--- src/key_event_defer_queue_defines.svh ---
// ----------------------------------------------------------------------------
// Assertion macros for the key event defer queue
// Shared property wrappers, all clocked on clk and disabled during reset.
// ----------------------------------------------------------------------------
`ifndef KEY_EVENT_DEFER_QUEUE_DEFINES_SVH
`define KEY_EVENT_DEFER_QUEUE_DEFINES_SVH

// The condition holds at every clock edge outside reset.
`define KEDQ_ASSERT_ALWAYS(lbl, cond, msg) \
	lbl: assert property (@(posedge clk) disable iff (!arst_n) (cond)) else $error(msg);

// The consequent holds at the edge after the antecedent.
`define KEDQ_ASSERT_NEXT(lbl, ante, cons, msg) \
	lbl: assert property (@(posedge clk) disable iff (!arst_n) (ante) |=> (cons)) \
		else $error(msg);

`endif

--- src/kedq_pkg.sv ---
// ----------------------------------------------------------------------------
// Key event defer queue package
// Operation codes, the event word layout and the per-cell command group.
// ----------------------------------------------------------------------------
package kedq_pkg;

	localparam logic [2:0] FN_PUSH       = 3'd0;
	localparam logic [2:0] FN_POP        = 3'd1;
	localparam logic [2:0] FN_PEEK       = 3'd2;
	localparam logic [2:0] FN_QUERY      = 3'd3;
	localparam logic [2:0] FN_DISCARD    = 3'd4;
	localparam logic [2:0] FN_PROBE_POP  = 3'd5;
	localparam logic [2:0] FN_PROBE_PEEK = 3'd6;

	typedef struct packed {
		logic       press;
		logic [7:0] key_index;
	} event_t;

	// Command broadcast to every cell of the row.
	typedef struct packed {
		logic load;   // write the key word into the cell at the given position
		logic shift;  // cells at or above the position take their neighbor's word
		logic scan;   // advance the read and match chains by one cell
	} cell_cmd_t;

endpackage

--- src/key_event_defer_queue.sv ---
// ----------------------------------------------------------------------------
// Key event defer queue
// A queue of key events with a pop point and a peek point; events between
// the two are deferred. Push, pop, discard, both probes and the unused
// code finish at acceptance; peek and the deferred query run a result
// chain down a row of cells. One word moves one cell per cycle along the
// read and match chains; the sequencer scans until the result has reached
// cell zero, then writes it to the output register in its finish state.
// The row is kept compacted: cell i holds the i-th event after the pop
// point, so pop and discard shift the cells above the removed word down
// by one. Every operation returns exactly one result word, held in an
// output register; a new word is taken only while the sequencer is idle
// and that register is empty or being read. Nothing needs clearing after
// reset, since only cells below the fill count are ever read.
// ----------------------------------------------------------------------------
`include "key_event_defer_queue_defines.svh"

module key_event_defer_queue #(
	parameter int QUEUE_DEPTH = 32
) (
	input  logic       clk,
	input  logic       arst_n,
	input  logic       in_valid,
	output logic       in_stall,
	input  logic [2:0] func,
	input  logic [7:0] key_index,
	input  logic       key_press,
	output logic       out_valid,
	input  logic       out_stall,
	output logic       ok,
	output logic [7:0] ev_key_index,
	output logic       ev_press
);

	localparam int CW = $clog2(QUEUE_DEPTH + 1);

	localparam logic [1:0] ST_IDLE = 2'd0;
	localparam logic [1:0] ST_SCAN = 2'd1;
	localparam logic [1:0] ST_FIN  = 2'd2;

	// Queue bookkeeping: total fill count and the size of the deferred span.
	logic [1:0]    state_q;
	logic [CW-1:0] cnt_q;
	logic [CW-1:0] dfr_q;
	logic [CW-1:0] scan_cnt_q;

	// The word under way during a scan.
	logic [2:0]       func_q;
	kedq_pkg::event_t key_q;

	// Output register.
	logic             out_valid_q;
	logic             ok_q;
	kedq_pkg::event_t ev_out_q;

	logic             in_accept;
	logic             out_take;
	logic             idle_accept;
	kedq_pkg::event_t in_ev;
	logic             full;
	logic             empty;
	logic             has_peek;
	logic             has_dfr;

	kedq_pkg::cell_cmd_t cmd;
	logic [CW-1:0]       pos;
	kedq_pkg::event_t    key_w;

	logic             res_set;
	logic             res_ok;
	kedq_pkg::event_t res_ev;

	kedq_pkg::event_t data_w [QUEUE_DEPTH];
	kedq_pkg::event_t bus_w  [QUEUE_DEPTH];
	logic             hit_w  [QUEUE_DEPTH];

	// A new word is taken only with the sequencer idle and room for its result.
	assign in_stall    = (state_q != ST_IDLE) || (out_valid_q && out_stall);
	assign in_accept   = in_valid && !in_stall;
	assign out_take    = out_valid_q && !out_stall;
	assign idle_accept = in_accept && (state_q == ST_IDLE);

	assign in_ev.press     = key_press;
	assign in_ev.key_index = key_index;

	assign full     = (cnt_q == CW'(QUEUE_DEPTH));
	assign empty    = (cnt_q == '0);
	assign has_peek = (dfr_q != cnt_q);
	assign has_dfr  = (dfr_q != '0);

	// Command for the row of cells. In the idle state the position is the
	// write slot for a push or the first cell that moves for pop and discard;
	// during a scan it is the peek position.
	always_comb begin
		cmd   = '0;
		pos   = cnt_q;
		key_w = in_ev;
		if (idle_accept) begin
			unique case (func)
				kedq_pkg::FN_PUSH: begin
					cmd.load = !full;
					pos      = cnt_q;
				end
				kedq_pkg::FN_POP: begin
					cmd.shift = !empty;
					pos       = '0;
				end
				kedq_pkg::FN_DISCARD: begin
					// The last deferred event sits just below the peek position.
					cmd.shift = has_dfr;
					pos       = dfr_q - 1'b1;
				end
				default: begin
					cmd = '0;
				end
			endcase
		end else if (state_q == ST_SCAN) begin
			cmd.scan = 1'b1;
			pos      = dfr_q;
			key_w    = key_q;
		end
	end

	// The row of cells. On a shift each cell at or above the position takes
	// its upper neighbor's word, and on a scan its upper neighbor's chain
	// stage; the top cell keeps its own word and sees an empty chain.
	for (genvar gi = 0; gi < QUEUE_DEPTH; gi++) begin : g_cell
		kedq_pkg::event_t nxt_data;
		kedq_pkg::event_t nxt_bus;
		logic             nxt_hit;

		if (gi == QUEUE_DEPTH - 1) begin : g_top
			assign nxt_data = data_w[gi];
			assign nxt_bus  = '0;
			assign nxt_hit  = 1'b0;
		end else begin : g_mid
			assign nxt_data = data_w[gi+1];
			assign nxt_bus  = bus_w[gi+1];
			assign nxt_hit  = hit_w[gi+1];
		end

		kedq_cell #(
			.IDX_W(CW)
		) u_cell (
			.clk      (clk),
			.cmd      (cmd),
			.idx      (CW'(gi)),
			.pos      (pos),
			.key      (key_w),
			.nxt_data (nxt_data),
			.nxt_bus  (nxt_bus),
			.nxt_hit  (nxt_hit),
			.data     (data_w[gi]),
			.bus      (bus_w[gi]),
			.hit      (hit_w[gi])
		);
	end

	// Result word. Single-cycle operations finish at acceptance; peek and
	// query finish once the chains have drained into cell zero.
	always_comb begin
		res_set = 1'b0;
		res_ok  = 1'b0;
		res_ev  = '0;
		if (idle_accept) begin
			unique case (func)
				kedq_pkg::FN_PUSH: begin
					res_set = 1'b1;
					res_ok  = !full;
				end
				kedq_pkg::FN_POP: begin
					res_set = 1'b1;
					res_ok  = !empty;
					res_ev  = empty ? '0 : data_w[0];
				end
				kedq_pkg::FN_DISCARD: begin
					res_set = 1'b1;
					res_ok  = has_dfr;
				end
				kedq_pkg::FN_PROBE_POP: begin
					res_set = 1'b1;
					res_ok  = !empty;
				end
				kedq_pkg::FN_PROBE_PEEK: begin
					res_set = 1'b1;
					res_ok  = has_peek;
				end
				kedq_pkg::FN_PEEK, kedq_pkg::FN_QUERY: begin
					res_set = 1'b0;
				end
				default: begin
					// The unused code answers with an all-zero word.
					res_set = 1'b1;
				end
			endcase
		end else if (state_q == ST_FIN) begin
			res_set = 1'b1;
			if (func_q == kedq_pkg::FN_PEEK) begin
				res_ok = has_peek;
				res_ev = has_peek ? bus_w[0] : '0;
			end else begin
				res_ok = hit_w[0];
			end
		end
	end

	always_ff @(posedge clk or negedge arst_n) begin
		if (!arst_n) begin
			state_q     <= ST_IDLE;
			cnt_q       <= '0;
			dfr_q       <= '0;
			scan_cnt_q  <= '0;
			out_valid_q <= 1'b0;
		end else begin
			unique case (state_q)
				ST_IDLE: begin
					if (in_accept) begin
						unique case (func)
							kedq_pkg::FN_PUSH: begin
								if (!full) begin
									cnt_q <= cnt_q + 1'b1;
								end
							end
							kedq_pkg::FN_POP: begin
								// Popping moves the peek point back to the new head.
								if (!empty) begin
									cnt_q <= cnt_q - 1'b1;
									dfr_q <= '0;
								end
							end
							kedq_pkg::FN_DISCARD: begin
								if (has_dfr) begin
									cnt_q <= cnt_q - 1'b1;
									dfr_q <= dfr_q - 1'b1;
								end
							end
							kedq_pkg::FN_PEEK, kedq_pkg::FN_QUERY: begin
								state_q    <= ST_SCAN;
								scan_cnt_q <= '0;
							end
							default: begin
								state_q <= ST_IDLE;
							end
						endcase
					end
				end
				ST_SCAN: begin
					scan_cnt_q <= scan_cnt_q + 1'b1;
					if (scan_cnt_q == CW'(QUEUE_DEPTH - 1)) begin
						state_q <= ST_FIN;
					end
				end
				ST_FIN: begin
					if ((func_q == kedq_pkg::FN_PEEK) && has_peek) begin
						dfr_q <= dfr_q + 1'b1;
					end
					state_q <= ST_IDLE;
				end
				default: begin
					state_q <= ST_IDLE;
				end
			endcase

			if (res_set) begin
				out_valid_q <= 1'b1;
			end else if (out_take) begin
				out_valid_q <= 1'b0;
			end
		end
	end

	always_ff @(posedge clk) begin
		if (idle_accept) begin
			func_q <= func;
			key_q  <= in_ev;
		end
		if (res_set) begin
			ok_q     <= res_ok;
			ev_out_q <= res_ev;
		end
	end

	assign out_valid    = out_valid_q;
	assign ok           = ok_q;
	assign ev_key_index = ev_out_q.key_index;
	assign ev_press     = ev_out_q.press;

	`KEDQ_ASSERT_ALWAYS(a_dfr_within_fill, dfr_q <= cnt_q, "deferred span exceeds fill count")
	`KEDQ_ASSERT_ALWAYS(a_fill_in_range, cnt_q <= CW'(QUEUE_DEPTH), "fill count exceeds depth")
	`KEDQ_ASSERT_NEXT(a_pop_resets_peek, idle_accept && (func == kedq_pkg::FN_POP) && !empty, dfr_q == '0, "pop left a deferred span")
	`KEDQ_ASSERT_NEXT(a_full_push_holds, idle_accept && (func == kedq_pkg::FN_PUSH) && full, $stable(cnt_q) && out_valid_q && !ok_q, "push into a full queue changed it")
	`KEDQ_ASSERT_NEXT(a_scan_result, (state_q == ST_FIN), (state_q == ST_IDLE) && out_valid_q, "scan finished without a result")

endmodule

--- src/kedq_cell.sv ---
// ----------------------------------------------------------------------------
// Key event defer queue cell
// Holds one queue position and one stage of the read and match chains.
// ----------------------------------------------------------------------------
module kedq_cell #(
	parameter int IDX_W = 6
) (
	input  logic                clk,
	input  kedq_pkg::cell_cmd_t cmd,
	input  logic [IDX_W-1:0]    idx,
	input  logic [IDX_W-1:0]    pos,
	input  kedq_pkg::event_t    key,
	input  kedq_pkg::event_t    nxt_data,
	input  kedq_pkg::event_t    nxt_bus,
	input  logic                nxt_hit,
	output kedq_pkg::event_t    data,
	output kedq_pkg::event_t    bus,
	output logic                hit
);

	kedq_pkg::event_t data_q;
	kedq_pkg::event_t bus_q;
	logic             hit_q;
	logic             at_pos;
	logic             below_pos;

	assign at_pos    = (idx == pos);
	assign below_pos = (idx < pos);

	always_ff @(posedge clk) begin
		priority if (cmd.load && at_pos) begin
			data_q <= key;
		end else if (cmd.shift && !below_pos) begin
			data_q <= nxt_data;
		end else begin
			data_q <= data_q;
		end
		if (cmd.scan) begin
			bus_q <= at_pos ? data_q : nxt_bus;
			hit_q <= (below_pos && (data_q == key)) || nxt_hit;
		end
	end

	assign data = data_q;
	assign bus  = bus_q;
	assign hit  = hit_q;

endmodule

--- config.mk ---
export PLATFORM = sky130hd
export DESIGN_NAME = key_event_defer_queue
export DESIGN_NICKNAME = d
export VERILOG_FILES = /design/src/kedq_pkg.sv /design/src/key_event_defer_queue.sv /design/src/kedq_cell.sv
export VERILOG_INCLUDE_DIRS = /design/src /design/src/src
export SDC_FILE = /design/constraint.sdc
export NUM_CORES = 1
export LEC_CHECK = 0
export BUFFER_PORTS_ARGS = -buffer_cell sky130_fd_sc_hd__buf_4
export CAP_MARGIN = 20
export CORE_MARGIN = 2
export CORE_UTILIZATION = 58
export DETAILED_ROUTE_END_ITERATION = 7
export GPL_ROUTABILITY_DRIVEN = 0
export PLACE_DENSITY = 0.77
export REMOVE_ABC_BUFFERS = 1
export SLEW_MARGIN = 10
export SYNTH_ARGS = -nofsm -noshare
export SYNTH_HDL_FRONTEND = slang
export SYNTH_SLANG_ARGS = --single-unit
--- constraint.sdc ---
create_clock -name clk -period 7.25 [get_ports clk]
set_clock_uncertainty 0.15 [all_clocks]
set_input_delay 0.725 -clock clk [delete_from_list [all_inputs] [get_ports clk]]
set_output_delay 0.725 -clock clk [all_outputs]
set_load 0.05 [all_outputs]
==> impl_metrics.toml, run 1 <==
[status]
status = "finished, final reports clean"

[setup_path]
cp_slowest_cell = "a21oi_1"
slowest_delay_ns = 0.83
worstPathRequired_ns = 7.32
cp-start-kind = "flip-flop"
crit_arrival_ns = 5.17
cp_max_fo = 110
critPathKind = "reg -> reg"
endpoint_kind = "flip-flop"
path_cells = "or2b_4, inv_8, mux2i_1, o21ai_1, a211o_1, nor2_2, nand2_1, a21oi_1"
r2r_cells = 8

[synth]
ys_warn_count = 0
postSynthCellCount = 2285
avgSynthCellArea_um2 = 14.07
ys_ff_latch = 651
synthDistinctLibCells = 79
ys_seq_area_share_pct = 60.49
ys.flop_type = "edfxtp_1"
async_flop_share_pct = 3.226
synth_edf_count = 630
syn-cell-area_um2 = 32140

[timing]
fin_hold_ws_ns = 0.1570
slew_headroom_pct = 24.90
drv_slew = 0
layout_min_cycle_time_ns = 5.099
finalCritPeriodShare_pct = 70.32
clock.fmax_mhz = 196.1
setup_viol = 0
rsz0062_at_grt = "no"
finalHoldViolations = 0
worst_slew_pin_slew_ns = 1.126
setup_tns_ns = 0

[power_and_ir_drop]
clockPowerShare_pct = 24.0
p_int_mw = 9.378
seq_power_share_pct = 43.5
p_per_area_nw_per_um2 = 406.8
swShare_pct = 34.71
p_comb_share_pct = 32.5
power_mw = 14.36
cellLeakagePower_nw = 12.24
ir_drop_mv = 0.2613
power_switching_mw = 4.986

[finish]
area_growth_pct = 9.849
regArea_um2 = 19440
drive_above_1_share_pct = 28.91
nNetsFinal = 2331
multi_input_area_um2 = 12170
fillers = 3865
final_core_util_pct = 64.21

[die]
io_pins = 28
core.rowCount = 86
start_util_pct = 58.46
dieArea_um2 = 57320
core_um2 = 54990
die_w_um = 239.4
fp.dieH_um = 239.4

[clock_network]
cts_tree = "done"
clk_latency_ns = 0.62
cts_max_path_buffers = 3
htreeDepth = 3
cts-root-buf = "clkbuf_16"
clkSinkCount = 651
cts-buffers-inserted = 68
clk_pin_slew_ns = 0.06

[placed_design]
dpl.hpwl_um = 53840
io_buffer_count = 27

[routing]
dr_total_vias = 19864
wl_met2_um = 39550
ant_nets = 0
avgRoutedWirePerCell_um = 26.50
wl_met1_um = 31870
wl_met3_um = 7551
dr.pass1.iters = 6
drt_iter0_drc = 2391
drc = 0
routed.top_layer = "met5"
routed_wl_um = 82390
vias_per_cell = 6.389

[min_path]
hold_path.class = "in -> reg"
hold_depth = 1

[run]
cap_violations = 0

[global_routing]
grt_first_pass_wirelength_um = 124400
grt_usage_pct = 29.19
antenna_found_initial = 2
grt_max_degree = 111
grt_pass1_vias = 20361
grt_overflow = 0
worst paths after layout:
check	startpoint	endpoint	slack, ns
worst max-delay path	state_q[0]	g_cell[16].u_cell.data[8]	2.15
worst min-delay path	key_index[7]	key_q[7]	0.16
worst max register to register	state_q[0]	g_cell[16].u_cell.data[8]	2.15
worst min register to register	g_cell[17].u_cell.hit	g_cell[16].u_cell.hit	0.33
max in group asynchronous	arst_n	cnt_q[5]	6.32
min in group asynchronous	arst_n	scan_cnt_q[2]	0.39
cell usage after synthesis (7+ instances only):
| library cell | instances | share of area (%) |
|---|---|---|
| inv_1 | 14 | 0.16 |
| o21ai_0 | 112 | 1.7 |
| clkbuf_1 | 57 | 0.67 |
| xnor2_1 | 253 | 6.9 |
| nand2_2 | 23 | 0.45 |
| nand4_1 | 38 | 0.74 |
| nand3_1 | 14 | 0.22 |
| nand2_1 | 158 | 1.8 |
| nor2_1 | 57 | 0.67 |
| dfrtp_1 | 21 | 1.6 |
| nor4_1 | 32 | 0.62 |
| inv_2 | 11 | 0.13 |
| nand4_2 | 8 | 0.31 |
| nand2b_1 | 8 | 0.16 |
| a41o_1 | 25 | 0.78 |
| buf_2 | 49 | 0.76 |
| edfxtp_1 | 630 | 59 |
| nor3_1 | 23 | 0.36 |
| mux2_1 | 8 | 0.28 |
| a21oi_1 | 65 | 1.0 |
| a22o_1 | 10 | 0.27 |
| o21ai_1 | 20 | 0.31 |
| mux2_2 | 443 | 16 |
| and2_1 | 7 | 0.14 |
| ha_1 | 8 | 0.31 |
| xor2_1 | 50 | 1.4 |
| nor2b_1 | 8 | 0.16 |
| and3_1 | 13 | 0.25 |
| buf_4 | 8 | 0.19 |
cells by family (layout without fill, tap and decap cells):
group / Yosys count / in the layout / share of synthesized area, %
flip-flops: 651 / 651 / 60.49
XOR/XNOR: 303 / 303 / 8.256
multiplexers: 459 / 459 / 16.07
AO/OA/AOI/OAI: 291 / 291 / 5.695
AND/OR/NAND/NOR: 430 / 430 / 7.167
buffers and inverters: 142 / 216 / 1.943
adder cells (fa/ha/maj): 9 / 9 / 0.3737
other: 0 / 2 / 0
cells in the final DEF (no fill, tap or decap), types with 10 or more instances in the layout:
cell type / synthesis / routed
inv_2: 11 / 11
clkinv_1: 1 / 16
nand2_2: 23 / 23
nand3_1: 14 / 14
a22o_1: 10 / 10
a41o_1: 25 / 25
o21ai_0: 112 / 110
clkbuf_16: 0 / 71
nor3_1: 23 / 22
nor4_1: 32 / 32
buf_4: 8 / 63
edfxtp_1: 630 / 630
nand2_1: 158 / 158
inv_1: 14 / 14
o21ai_1: 20 / 22
mux2_2: 443 / 443
and3_1: 13 / 13
xnor2_1: 253 / 253
clkbuf_1: 57 / 18
xor2_1: 50 / 50
dfrtp_1: 21 / 21
nor2_1: 57 / 57
a21oi_1: 65 / 60
nand4_1: 38 / 38
power by group through the flow:
stage / Combinational (mW) / Sequential (mW) / Clock, mW
2_1_floorplan: 3.04 / 6.18 / 0
3_3_place_gp: 4.46 / 6.27 / 0
3_5_place_dp: 4.55 / 6.30 / 0
4_1_cts: 4.59 / 6.24 / 3.47
5_1_grt: 4.95 / 6.33 / 3.60
6_report: 4.67 / 6.24 / 3.45
per-stage QoR:
step | cells | setup WS (ns) | instance area (um^2)
after floorplan | 2169 | -1.348 | 31620
after global placement | 2977 | 2.110 | 33090
after detailed placement | 2980 | 1.967 | 33120
after CTS | 3104 | 2.197 | 35280
after global routing | 3107 | 1.891 | 35300
final | 3109 | 2.151 | 35310
state kept, by name, summed over array words and instances, names as in the netlist, 6 cells and up:
signal and flops:
ev_key_index 8, g_cell.u_cell.data 288, scan_cnt_q 6, cnt_q 6
key_q 9, g_cell.u_cell.hit 32, g_cell.u_cell.bus 288, dfr_q 6
final cells by class:
type | instances | area share, %
Clock buffer | 89 | 5.223
Multi-Input combinational cell | 1492 | 34.46
Sequential cell | 651 | 55.07
Tap cell | 748 | 2.651
Timing Repair Buffer | 67 | 1.417
Clock inverter | 34 | 0.8718
Inverter | 26 | 0.2977
Antenna cell | 2 | 0.01417
metal layers:
layer,vias to the layer above,GRT usage (%)
met1,9953,38.06
li1,8654,-
met4,2,11.93
met5,-,0
met3,228,6.154
met2,1027,47.84
what timing repair did:
item | CTS | global route
gates resized for setup | 0 | 0
buffers inserted | 0 | 0
hold buffers | 1 | 0
hold endpoints to repair | 21 | 0
critical path, delay by kind of cell, from the launching register on:
family / cells / cell delay, ns
DFF: 1 / 0.47
AOI/OAI and AO/OA: 3 / 1.40
muxes: 1 / 0.28
and+or+nand+nor: 3 / 1.71
buffers and inverters: 1 / 0.63
(Power assumes the default switching activity.)
==> run 2, diff against run 1 <==
- CORE_UTILIZATION: 58 -> 60
- PLACE_DENSITY: 0.77 -> 0.76
- clock period: 7.25 -> 4.7 ns (I/O delays scaled with it)
==> run 2 against run 1 <==
Compared with the run above: non-clock buffer count is 67 higher; clock power increased by 55%; cell area grew 1.5%; count of clock-buffer cells in the layout decreased by 1.
==> impl_metrics.toml, run 2 (same netlist as run 1, synthesis figures left out) <==
[setup_path]
cp_max_fo = 11
cp_slowest_cell = "nor2_1"
slowest_delay_ns = 0.64
timing.rr.start = "dfr_q[0]"
critPathKind = "reg -> reg"
cp-start-kind = "flip-flop"
path_cells = "inv_1, ha_1, nor2b_1, o2111ai_1, nand2_1, a311o_1, nor2_1, buf_4, nand2_1, buf_4, nor2_1"
r2r-end = "g_cell[0].u_cell.data[8]"
endpoint_kind = "flip-flop"
r2r_slack_ns = 0.19
crit_arrival_ns = 4.59
r2r_cells = 11
worstPathRequired_ns = 4.78

[placed_design]
io_buffer_count = 27
dpl.hpwl_um = 55340
placed_cells = 2975

[timing]
setup_viol = 0
worst_slew_pin_slew_ns = 1.131
drv_slew = 0
finalCritPeriodShare_pct = 95.91
layout_min_cycle_time_ns = 4.508
clock.fmax_mhz = 221.8
rsz0062_at_grt = "no"
slew_headroom_pct = 24.59
finalHoldViolations = 0

[die]
core_um2 = 52760
core.rowCount = 84
io_pins = 28
die_w_um = 235.5
start_util_pct = 60.92
dieArea_um2 = 55440
fp.dieH_um = 235.5

[routing]
dr_total_vias = 20323
avgRoutedWirePerCell_um = 26.83
vias_per_cell = 6.528
ant_nets = 0
dr.pass1.iters = 5
drc = 0
routed_wl_um = 83510
drt_iter0_drc = 2462

[run]
cap_violations = 0

[finish]
nNetsFinal = 2399
area_growth_pct = 11.47
diodes = 0
layout.cells.most_common_list = "edfxtp_1, mux2_2, xnor2_1"
final_common_cell = "edfxtp_1"
multi_input_area_um2 = 12160
drive_above_1_share_pct = 30.43
final_cells = 3113
regArea_um2 = 19440
fillers = 3534

[global_routing]
antenna_found_initial = 0
grt_first_pass_wirelength_um = 125800
grt_max_degree = 88
grt_usage_pct = 30.06
grt_overflow = 0
grt_pass1_vias = 20722

[power_and_ir_drop]
p_per_area_nw_per_um2 = 627.7
power_mw = 22.49
cellLeakagePower_nw = 12.61
ir_drop_mv = 0.4142

[clock_network]
cts_tree = "done"
clkSinkCount = 651
cts-buffers-inserted = 69
cts-root-buf = "clkbuf_16"
cts_max_path_buffers = 3
htreeDepth = 3
clk_latency_ns = 0.61
post_cts_buffers = 0
clk_pin_slew_ns = 0.06

[status]
status = "finished, final reports clean"

[min_path]
hold_path.class = "in -> async"
run 2: cell types whose count changed in the layout (fill, tap and decap cells not counted), moves of 2 or more:
cell,before,now
clkbuf_1,18,15
dlygate4sd3_1,1,14
clkinv_1,16,14
buf_12,0,4
clkinv_2,8,10
buf_4,63,114
diode_2,2,0
run 2: layout make-up:
class / instances / share of cell area, %
multi-input cells: 1492 / 33.93
clock buffers: 88 / 5.224
flip-flops and latches: 651 / 54.27
well taps: 688 / 2.403
clock inverters: 34 / 0.8486
inverters: 26 / 0.2933
repair buffers: 134 / 3.031
run 2: metal layers:
metal  track usage (%)  part of all wire (%)  routed length [um]
met3             6.015                   9.0                7517
met5                 0                     0                   0
met2             49.94                    48               40410
met1             38.69                    38               32080
met4             12.80                   4.2                3501
run 2: stage by stage:
stage | setup slack (ns) | util [%] | hold slack [ns] | instance area (um^2) | setup TNS, ns
floorplan | -3.898 | - | 0.02441 | 31620 | -2340.24
global placement | 0.5346 | 63.45 | 0.2165 | 33470 | 0
detailed placement | 0.3748 | 63.47 | 0.2225 | 33480 | 0
CTS | 0.3482 | 67.85 | 0.1144 | 35800 | 0
global route | 0.08833 | 67.91 | 0.1781 | 35830 | 0
finish | 0.1921 | 67.91 | 0.1525 | 35830 | 0
run 2: what timing repair did:
item                      in CTS  in global routing
gates resized for setup        0                  0
hold buffers                  14                  0
hold endpoints to repair      34                  0
run 2: worst max-delay path, delay by kind of cell, from the launching register on:
kind	cells	cell delay (ns)
simple gates	5	1.41
compound gates	2	0.94
buf+inv	3	0.72
flops	1	0.57
fa+ha+maj	1	0.32
run 2: worst max-delay path by stage:
stage	startpoint	slack, ns	cells past startpoint	endpoint
after CTS	dfr_q[0]	0.35	11	g_cell[0].u_cell.data[8]
after floorplan	state_q[0]	-3.90	9	g_cell[14].u_cell.hit
after global placement	dfr_q[0]	0.53	11	g_cell[0].u_cell.data[4]
final	dfr_q[0]	0.19	11	g_cell[0].u_cell.data[8]
after detailed placement	dfr_q[0]	0.37	11	g_cell[0].u_cell.data[3]
after global routing	dfr_q[0]	0.09	10	g_cell[18].u_cell.data[5]
run 2: power breakdown:
group          internal (mW)  switching, mW  total, mW  leakage [nW]
logic                   2.80           4.73       7.53          5.21
registers               8.85          0.745       9.60          6.33
clock network           3.09           2.26       5.36          1.07
total                   14.7           7.74       22.5          12.6
